==> config.mk <==
export PLATFORM = sky130hd
export DESIGN_NAME = line_framer_with_line_queue
export DESIGN_NICKNAME = d
export VERILOG_FILES = /design/src/rtl/lfq_pkg.sv /design/src/rtl/line_framer_with_line_queue.sv /design/src/rtl/lfq_line_store.sv
export SDC_FILE = /design/constraint.sdc
export NUM_CORES = 2
export LEC_CHECK = 0
export BUFFER_PORTS_ARGS = -buffer_cell sky130_fd_sc_hd__buf_4
export CORE_ASPECT_RATIO = 0.6
export CORE_MARGIN = 3
export CORE_UTILIZATION = 30
export CTS_BUF_LIST = sky130_fd_sc_hd__clkbuf_8
export CTS_CLUSTER_SIZE = 24
export DETAILED_ROUTE_END_ITERATION = 6
export PLACE_DENSITY = 0.48
export SYNTH_ARGS = -nofsm -noshare
export SYNTH_HDL_FRONTEND = slang
export SYNTH_SLANG_ARGS = --single-unit
==> constraint.sdc <==
create_clock -name clk -period 7.82 [get_ports clk]
set_input_delay 0.782 -clock clk [delete_from_list [all_inputs] [get_ports clk]]
set_output_delay 0.782 -clock clk [all_outputs]
set_load 0.01 [all_outputs]
==> src/rtl/lfq_pkg.sv <==
// ============================================================================
// lfq_pkg
// Shared types and constants for the line framer with line queue.
// ============================================================================
package lfq_pkg;

    typedef enum logic [3:0] {
        ST_STORED      = 4'd0,
        ST_CR_IGNORED  = 4'd1,
        ST_QUEUED      = 4'd2,
        ST_EMPTY_IGN   = 4'd3,
        ST_DROP_FULL   = 4'd4,
        ST_DISC_START  = 4'd5,
        ST_DISCARDED   = 4'd6,
        ST_DISC_END    = 4'd7,
        ST_LINE_BYTE   = 4'd8,
        ST_QUEUE_EMPTY = 4'd9,
        ST_BUF_SMALL   = 4'd10
    } status_t;

    typedef enum logic [1:0] {
        FSM_IDLE   = 2'b01,
        FSM_STREAM = 2'b10
    } fsm_t;

    localparam logic [7:0] CH_CR = 8'h0D;
    localparam logic [7:0] CH_LF = 8'h0A;

endpackage

==> src/rtl/line_framer_with_line_queue.sv <==
// ============================================================================
// line_framer_with_line_queue
// Assembles received bytes into lines and queues complete lines in a ring.
// ============================================================================
// A received byte is taken and its result shows on the next cycle; busy
// stays low while no line streams, so bytes may come every cycle. A pop
// that fails (ring empty or reader buffer too small) also answers on the
// next cycle. A pop that succeeds holds busy high while the read counter
// walks the line row (1 to MAX_LINE-1 bytes) through the store's single
// read port, one byte per cycle; the bytes follow one per cycle out of the
// store's registered read port, the final one marked by last.
// Results are shown for one cycle under strobe and cannot be held off.
module line_framer_with_line_queue #(
    parameter int MAX_LINE    = 64,
    parameter int QUEUE_DEPTH = 4
) (
    input  logic       clk,
    input  logic       rst_n,
    input  logic       start,
    output logic       busy,
    input  logic       action,
    input  logic [7:0] rx_byte,
    input  logic [6:0] reader_capacity,
    output logic       strobe,
    output logic [3:0] status,
    output logic [7:0] line_byte,
    output logic       last,
    output logic [2:0] lines_waiting
);

    localparam int ROWS  = QUEUE_DEPTH + 1;
    localparam int ROW_W = $clog2(ROWS);
    localparam int COL_W = $clog2(MAX_LINE);
    localparam int CNT_W = $clog2(QUEUE_DEPTH + 1);

    lfq_pkg::fsm_t        state_reg, state_next;
    logic [COL_W-1:0]     asm_len_reg, asm_len_next;
    logic                 discarding_reg, discarding_next;
    logic [ROW_W-1:0]     read_row_reg, read_row_next;
    logic [ROW_W-1:0]     write_row_reg, write_row_next;
    logic [ROW_W-1:0]     pop_row_reg, pop_row_next;
    logic [CNT_W-1:0]     count_reg, count_next;
    logic [COL_W-1:0]     col_reg, col_next;
    logic [COL_W-1:0]     len_m1_reg, len_m1_next;
    logic [COL_W-1:0]     lengths_reg [ROWS];

    logic                 strobe_reg, strobe_next;
    lfq_pkg::status_t     status_reg, status_next;
    logic                 last_reg, last_next;
    logic                 sel_reg, sel_next;
    logic [2:0]           lines_reg, lines_next;

    logic                 wr_en;
    logic                 len_wr;
    logic [7:0]           rd_data;
    logic [COL_W-1:0]     head_len;
    logic [CNT_W+2:0]     count_ext;
    logic                 accept;

    assign accept   = start && (state_reg == lfq_pkg::FSM_IDLE);
    assign head_len = lengths_reg[read_row_reg];

    lfq_line_store #(
        .ROWS  (ROWS),
        .ROW_W (ROW_W),
        .COL_W (COL_W)
    ) u_store (
        .clk     (clk),
        .wr_en   (wr_en),
        .wr_row  (write_row_reg),
        .wr_col  (asm_len_reg),
        .wr_data (rx_byte),
        .rd_row  (pop_row_reg),
        .rd_col  (col_reg),
        .rd_data (rd_data)
    );

    always_comb
    begin
        state_next      = state_reg;
        asm_len_next    = asm_len_reg;
        discarding_next = discarding_reg;
        read_row_next   = read_row_reg;
        write_row_next  = write_row_reg;
        pop_row_next    = pop_row_reg;
        count_next      = count_reg;
        col_next        = col_reg;
        len_m1_next     = len_m1_reg;
        strobe_next     = 1'b0;
        status_next     = status_reg;
        last_next       = last_reg;
        sel_next        = 1'b0;
        wr_en           = 1'b0;
        len_wr          = 1'b0;

        unique case (state_reg)
            lfq_pkg::FSM_IDLE:
            begin
                if (start)
                begin
                    strobe_next = 1'b1;
                    last_next   = 1'b1;
                    if (!action)
                    begin
                        priority if (rx_byte == lfq_pkg::CH_CR)
                        begin
                            status_next = lfq_pkg::ST_CR_IGNORED;
                        end
                        else if (rx_byte == lfq_pkg::CH_LF)
                        begin
                            asm_len_next = '0;
                            priority if (discarding_reg)
                            begin
                                discarding_next = 1'b0;
                                status_next     = lfq_pkg::ST_DISC_END;
                            end
                            else if (asm_len_reg == '0)
                            begin
                                status_next = lfq_pkg::ST_EMPTY_IGN;
                            end
                            else if (count_reg == CNT_W'(QUEUE_DEPTH))
                            begin
                                status_next = lfq_pkg::ST_DROP_FULL;
                            end
                            else
                            begin
                                len_wr         = 1'b1;
                                write_row_next = (write_row_reg == ROW_W'(QUEUE_DEPTH))
                                               ? '0 : write_row_reg + ROW_W'(1);
                                count_next     = count_reg + CNT_W'(1);
                                status_next    = lfq_pkg::ST_QUEUED;
                            end
                        end
                        else if (discarding_reg)
                        begin
                            status_next = lfq_pkg::ST_DISCARDED;
                        end
                        else if (asm_len_reg >= COL_W'(MAX_LINE - 1))
                        begin
                            discarding_next = 1'b1;
                            asm_len_next    = '0;
                            status_next     = lfq_pkg::ST_DISC_START;
                        end
                        else
                        begin
                            wr_en        = 1'b1;
                            asm_len_next = asm_len_reg + COL_W'(1);
                            status_next  = lfq_pkg::ST_STORED;
                        end
                    end
                    else if (count_reg == '0)
                    begin
                        status_next = lfq_pkg::ST_QUEUE_EMPTY;
                    end
                    else if (reader_capacity <= 7'(head_len))
                    begin
                        status_next = lfq_pkg::ST_BUF_SMALL;
                    end
                    else
                    begin
                        // line is streamed from the next cycle on
                        strobe_next   = 1'b0;
                        state_next    = lfq_pkg::FSM_STREAM;
                        pop_row_next  = read_row_reg;
                        col_next      = '0;
                        len_m1_next   = head_len - COL_W'(1);
                        read_row_next = (read_row_reg == ROW_W'(QUEUE_DEPTH))
                                      ? '0 : read_row_reg + ROW_W'(1);
                        count_next    = count_reg - CNT_W'(1);
                    end
                end
            end
            lfq_pkg::FSM_STREAM:
            begin
                strobe_next = 1'b1;
                sel_next    = 1'b1;
                status_next = lfq_pkg::ST_LINE_BYTE;
                last_next   = (col_reg == len_m1_reg);
                if (col_reg == len_m1_reg)
                begin
                    state_next = lfq_pkg::FSM_IDLE;
                end
                else
                begin
                    col_next = col_reg + COL_W'(1);
                end
            end
            default:
            begin
                state_next = lfq_pkg::FSM_IDLE;
            end
        endcase

        count_ext  = {3'b000, count_next};
        lines_next = strobe_next ? count_ext[2:0] : lines_reg;
    end

    always_ff @(posedge clk or negedge rst_n)
    begin
        if (!rst_n)
        begin
            state_reg      <= lfq_pkg::FSM_IDLE;
            asm_len_reg    <= '0;
            discarding_reg <= 1'b0;
            read_row_reg   <= '0;
            write_row_reg  <= '0;
            pop_row_reg    <= '0;
            count_reg      <= '0;
            col_reg        <= '0;
            len_m1_reg     <= '0;
            strobe_reg     <= 1'b0;
            status_reg     <= lfq_pkg::ST_STORED;
            last_reg       <= 1'b0;
            sel_reg        <= 1'b0;
            lines_reg      <= '0;
        end
        else
        begin
            state_reg      <= state_next;
            asm_len_reg    <= asm_len_next;
            discarding_reg <= discarding_next;
            read_row_reg   <= read_row_next;
            write_row_reg  <= write_row_next;
            pop_row_reg    <= pop_row_next;
            count_reg      <= count_next;
            col_reg        <= col_next;
            len_m1_reg     <= len_m1_next;
            strobe_reg     <= strobe_next;
            status_reg     <= status_next;
            last_reg       <= last_next;
            sel_reg        <= sel_next;
            lines_reg      <= lines_next;
        end
    end

    always_ff @(posedge clk)
    begin
        if (len_wr)
        begin
            lengths_reg[write_row_reg] <= asm_len_reg;
        end
    end

    assign busy          = (state_reg == lfq_pkg::FSM_STREAM);
    assign strobe        = strobe_reg;
    assign status        = status_reg;
    assign line_byte     = sel_reg ? rd_data : 8'h00;
    assign last          = last_reg;
    assign lines_waiting = lines_reg;

    // queue never holds more lines than it has slots
    a_count_bound: assert property (@(posedge clk) disable iff (!rst_n)
        count_reg <= CNT_W'(QUEUE_DEPTH))
        else $error("line count above queue depth");

    // pop on an empty ring answers on the next cycle
    a_empty_pop: assert property (@(posedge clk) disable iff (!rst_n)
        (accept && action && (count_reg == '0))
        |=> (strobe_reg && (status_reg == lfq_pkg::ST_QUEUE_EMPTY) && last_reg))
        else $error("empty pop not reported");

    // read counter stays inside the line being streamed
    a_col_bound: assert property (@(posedge clk) disable iff (!rst_n)
        busy |-> (col_reg <= len_m1_reg))
        else $error("stream counter past line end");

    // every stream cycle is followed by a streamed byte
    a_byte_source: assert property (@(posedge clk) disable iff (!rst_n)
        (state_reg == lfq_pkg::FSM_STREAM) |=> (strobe_reg && sel_reg))
        else $error("stream cycle without result");

endmodule

==> src/rtl/lfq_line_store.sv <==
// ============================================================================
// lfq_line_store
// Byte store for the line rows: one write port, one registered read port.
// ============================================================================
module lfq_line_store #(
    parameter int ROWS  = 5,
    parameter int ROW_W = 3,
    parameter int COL_W = 6
) (
    input  logic             clk,
    input  logic             wr_en,
    input  logic [ROW_W-1:0] wr_row,
    input  logic [COL_W-1:0] wr_col,
    input  logic [7:0]       wr_data,
    input  logic [ROW_W-1:0] rd_row,
    input  logic [COL_W-1:0] rd_col,
    output logic [7:0]       rd_data
);

    localparam int DEPTH = ROWS << COL_W;

    logic [7:0] mem [DEPTH];
    logic [7:0] rd_data_reg;

    always_ff @(posedge clk)
    begin
        if (wr_en)
        begin
            mem[{wr_row, wr_col}] <= wr_data;
        end
    end

    always_ff @(posedge clk)
    begin
        rd_data_reg <= mem[{rd_row, rd_col}];
    end

    assign rd_data = rd_data_reg;

endmodule
==> impl_metrics.json <==
{
  "clockBufferDepth": 4,
  "synthTopCellsByArea": "sky130_fd_sc_hd__edfxtp_1 (75%), sky130_fd_sc_hd__mux4_2 (14%), sky130_fd_sc_hd__mux2i_1 (1.8%)",
  "timing.critical_path.to_type": "flop",
  "detail_route.wirelength.met1_mm": 165.2,
  "antenna_found_initial": 28,
  "drt_wl_total_mm": 346.9,
  "std_cell_rows": 166,
  "maxCapViolCount": 1,
  "critical_path.slowest_cell": "sky130_fd_sc_hd__nand4_1",
  "worstRegToRegCells": 8,
  "largest_register_ff_count": 2560,
  "grt_pass1_wl_mm": 469.3,
  "synth-seq-area-share_pct": 76.45,
  "top_signal_layer_used": "met4",
  "setup.worst_path.start_class": "flop",
  "clk_pin_slew_ps": 70,
  "synth_warnings": 0,
  "first_pass_iters": 5,
  "num-nets-final": 5329,
  "setup_tns_ps": 0,
  "cts_num_sinks": 2641,
  "hold-path-cell-count": 1,
  "start_util_pct": 30.23,
  "synth_adder_area_share_pct": 0.2542,
  "async_set_or_reset_register_ratio_after_synthesis_pct": 1.628,
  "die_width_microns": 763.8,
  "timing.clock.skew_ps": 85.68,
  "power_w": 0.03212,
  "drc": 0,
  "dominant_combinational_cell_family_by_area_after_synthesis": "multiplexers",
  "crit_arrival_ps": 6190,
  "antenna_violating_nets_post_route": 0,
  "route.detailed.wl_per_inst_microns": 34.28,
  "endpoint": "u_store.mem[235][6]",
  "final_layout_size_suffix_gt1_share_pct": 24.64,
  "post_synth_inst_count": 4970,
  "ios": 37,
  "ys_dominant_reg_cell": "sky130_fd_sc_hd__edfxtp_1",
  "grt_pass1_vias": 52688,
  "synth_cell_type_count": 76,
  "design.core.area_sq_mm": 0.3419,
  "timing.hold.worst.class": "in -> reg",
  "clk-insertion-delay-late_ps": 1050,
  "powerDensity_mw_per_mm2": 276.0,
  "outcome": "finished with violations",
  "post_synth_mux_area_share_pct": 15.66,
  "post_synth_and_or_nand_nor_area_fraction_pct": 2.947,
  "average_instance_area_after_synthesis_sq_um": 20.80,
  "min_period_ps": 5531,
  "yosys_register_bits": 2641,
  "wl_met2_mm": 131.3,
  "complex_gate_fraction_of_the_synthesized_area_pct": 2.856,
  "finish.cell_count_without_fillers": 10118,
  "cts_inserted_buffers": 381,
  "critPathRequiredTime_ps": 8480,
  "leakage_power_nw": 34.89,
  "hpwl_mm": 216.9,
  "worstSetupStartpoint": "asm_len_reg[0]",
  "worst-r2r-setup-slack_ps": 2290,
  "grt_setup_unrepaired": "false",
  "cts-root-buf": "sky130_fd_sc_hd__clkbuf_8",
  "cts.htree.levels": 5,
  "final_hold_viol_count": 0,
  "grt-ovfl-total": 0,
  "dr_wl_met3_mm": 43.88,
  "syn_to_final_growth_pct": 12.59,
  "synth_enable_flop_cells": 2590,
  "worst_pin_slew_ps": 1418,
  "placement.io_buffers": 36,
  "slew_limit_headroom_pct": 3.011,
  "yosys.area.top_type_share_pct": 75.25,
  "setup-violations-final": 0,
  "synth_top_area_cell": "sky130_fd_sc_hd__edfxtp_1",
  "via_count": 55114,
  "cts_tree": "built",
  "groute.usage.overall_pct": 19.26,
  "timing.final.max_slew_violations": 0,
  "hp-start": "rx_byte[1]",
  "vdd.ir_drop.worst_v": 0.0002298,
  "gp_congestion": 0.8760,
  "dieHeight_microns": 460.7,
  "worstSetupPathType": "reg -> reg",
  "drt-vias-per-instance": 5.447,
  "cpPeakStageDelay_ps": 1130,
  "die_area_sq_mm": 0.3518,
  "grt_start_max_net_pins": 133,
  "violations_in_the_final_reports": "max-capacitance violations",
  "placed_cells_incl_taps": 9439,
  "fraction_of_synthesized_cell_area_in_xor_and_xnor_cells_pct": 0.1271,
  "worstReg2RegStart": "asm_len_reg[0]",
  "drt_iter0_markers": 8198,
  "timing.fmax_mhz": 180.8,
  "synthesis.area_sq_mm": 0.1034,
  "path_cells": "ha_1 -> nand2_2 -> buf_4 -> nor2_1 -> nor4_4 -> buf_4 -> nand4_1 -> nor2_1",
  "fin_crit_sh_pct": 70.72,
  "r2r-end": "u_store.mem[235][6]",
  "critical_path_peak_fanout": 17
}
## worst max-delay path, delay by kind of cell, from the launching register on
kind / cells / cell delay [ps]
flops: 1 / 550
fa+ha+maj: 1 / 440
simple gates: 5 / 3020
buf+inv: 2 / 990
## how the worst min path moves through the flow
stage,endpoint,slack (ps)
6_report,u_store.mem[211][1],150
5_1_grt,u_store.mem[207][5],80
4_1_cts,u_store.mem[207][5],50
3_5_place_dp,len_m1_reg[4],490
3_3_place_gp,len_m1_reg[3],490
2_1_floorplan,len_m1_reg[4],470
## through the flow
step | hold WS, ps | worst slack [ps] | utilization, % | area, sq um
detailed placement | 494.0 | 1732 | 32.01 | 109400
global placement | 488.0 | 1784 | 32.01 | 109400
CTS | 52.07 | 2413 | 34.03 | 116300
finish | 148.2 | 2289 | 34.04 | 116400
floorplan | 468.9 | 4163 | - | 103500
global route | 79.27 | 2185 | 34.04 | 116400
## cells by family (layout without fill, tap and decap cells)
logic type / count (synthesis) / count (layout)
compound gates: 421 / 421
fa+ha+maj: 21 / 21
mux: 835 / 835
flops: 2641 / 2641
other cells: 1 / 46
xor+xnor: 15 / 15
buf+inv: 333 / 900
simple gates: 703 / 703
## placed cells by master (no fill, tap or decap), types with 8 or more instances in the layout
cell,synthesis,routed
sky130_fd_sc_hd__a2111oi_0,16,13
sky130_fd_sc_hd__a211oi_1,29,29
sky130_fd_sc_hd__a21oi_1,49,49
sky130_fd_sc_hd__a221oi_1,22,22
sky130_fd_sc_hd__a22o_1,12,12
sky130_fd_sc_hd__a22oi_1,85,85
sky130_fd_sc_hd__a31oi_1,13,13
sky130_fd_sc_hd__and2_1,20,19
sky130_fd_sc_hd__buf_12,0,14
sky130_fd_sc_hd__buf_4,59,177
sky130_fd_sc_hd__buf_8,1,8
sky130_fd_sc_hd__bufinv_16,0,9
sky130_fd_sc_hd__clkbuf_8,0,395
sky130_fd_sc_hd__clkinv_1,1,90
sky130_fd_sc_hd__clkinv_2,0,48
sky130_fd_sc_hd__conb_1,1,40
sky130_fd_sc_hd__dfrtp_1,42,36
sky130_fd_sc_hd__dfxtp_1,8,8
sky130_fd_sc_hd__edfxtp_1,2590,2590
sky130_fd_sc_hd__ha_1,21,21
sky130_fd_sc_hd__inv_1,24,135
sky130_fd_sc_hd__mux2_2,30,30
sky130_fd_sc_hd__mux2i_1,182,182
sky130_fd_sc_hd__mux4_2,623,623
sky130_fd_sc_hd__nand2_1,155,139
sky130_fd_sc_hd__nand2_2,0,8
sky130_fd_sc_hd__nand2_4,0,8
sky130_fd_sc_hd__nand3_1,39,39
sky130_fd_sc_hd__nand4_1,15,15
sky130_fd_sc_hd__nor2_1,368,366
sky130_fd_sc_hd__nor2b_1,22,18
sky130_fd_sc_hd__nor3_1,28,27
sky130_fd_sc_hd__nor4_1,17,16
sky130_fd_sc_hd__o211ai_1,18,18
sky130_fd_sc_hd__o21ai_0,60,60
sky130_fd_sc_hd__o22ai_1,46,46
sky130_fd_sc_hd__xnor2_1,11,11
## cell type report
| cell class | count | area (sq um) |
|---|---|---|
| Fill cell | 32116 | 225500 |
| Sequential cell | 2641 | 79030 |
| Multi-Input combinational cell | 2035 | 22910 |
| Tap cell | 4536 | 5675 |
| Clock buffer | 395 | 5436 |
| Timing Repair Buffer | 202 | 1759 |
| Clock inverter | 275 | 1429 |
| Inverter | 28 | 110.1 |
| Antenna cell | 6 | 15.01 |
## power breakdown
part,total [W],switching [W],internal (W)
sequential,0.0159,0.000195,0.0157
clock,0.0105,0.00554,0.00499
combinational,0.00570,0.00368,0.00203
## metal layers
metal	GRT usage, %	vias up
li1	-	21275
met1	31.34	29913
met2	23.96	3501
met3	6.831	425
met4	3.812	0
met5	0	-
## synth_stat cells (46+ instances only)
master                        n
sky130_fd_sc_hd__mux4_2     623
sky130_fd_sc_hd__buf_2       83
sky130_fd_sc_hd__a21oi_1     49
sky130_fd_sc_hd__o21ai_0     60
sky130_fd_sc_hd__mux2i_1    182
sky130_fd_sc_hd__o22ai_1     46
sky130_fd_sc_hd__nor2_1     368
sky130_fd_sc_hd__a22oi_1     85
sky130_fd_sc_hd__edfxtp_1  2590
sky130_fd_sc_hd__buf_4       59
sky130_fd_sc_hd__clkbuf_1   127
sky130_fd_sc_hd__nand2_1    155
## what timing repair did
action,4_1_cts,5_1_grt
gates resized for setup,0,0
hold buffers,3,0
buffers inserted,0,0
endpoints found under the hold margin,52,0
Note: power is estimated with default switching activity, not from simulation.
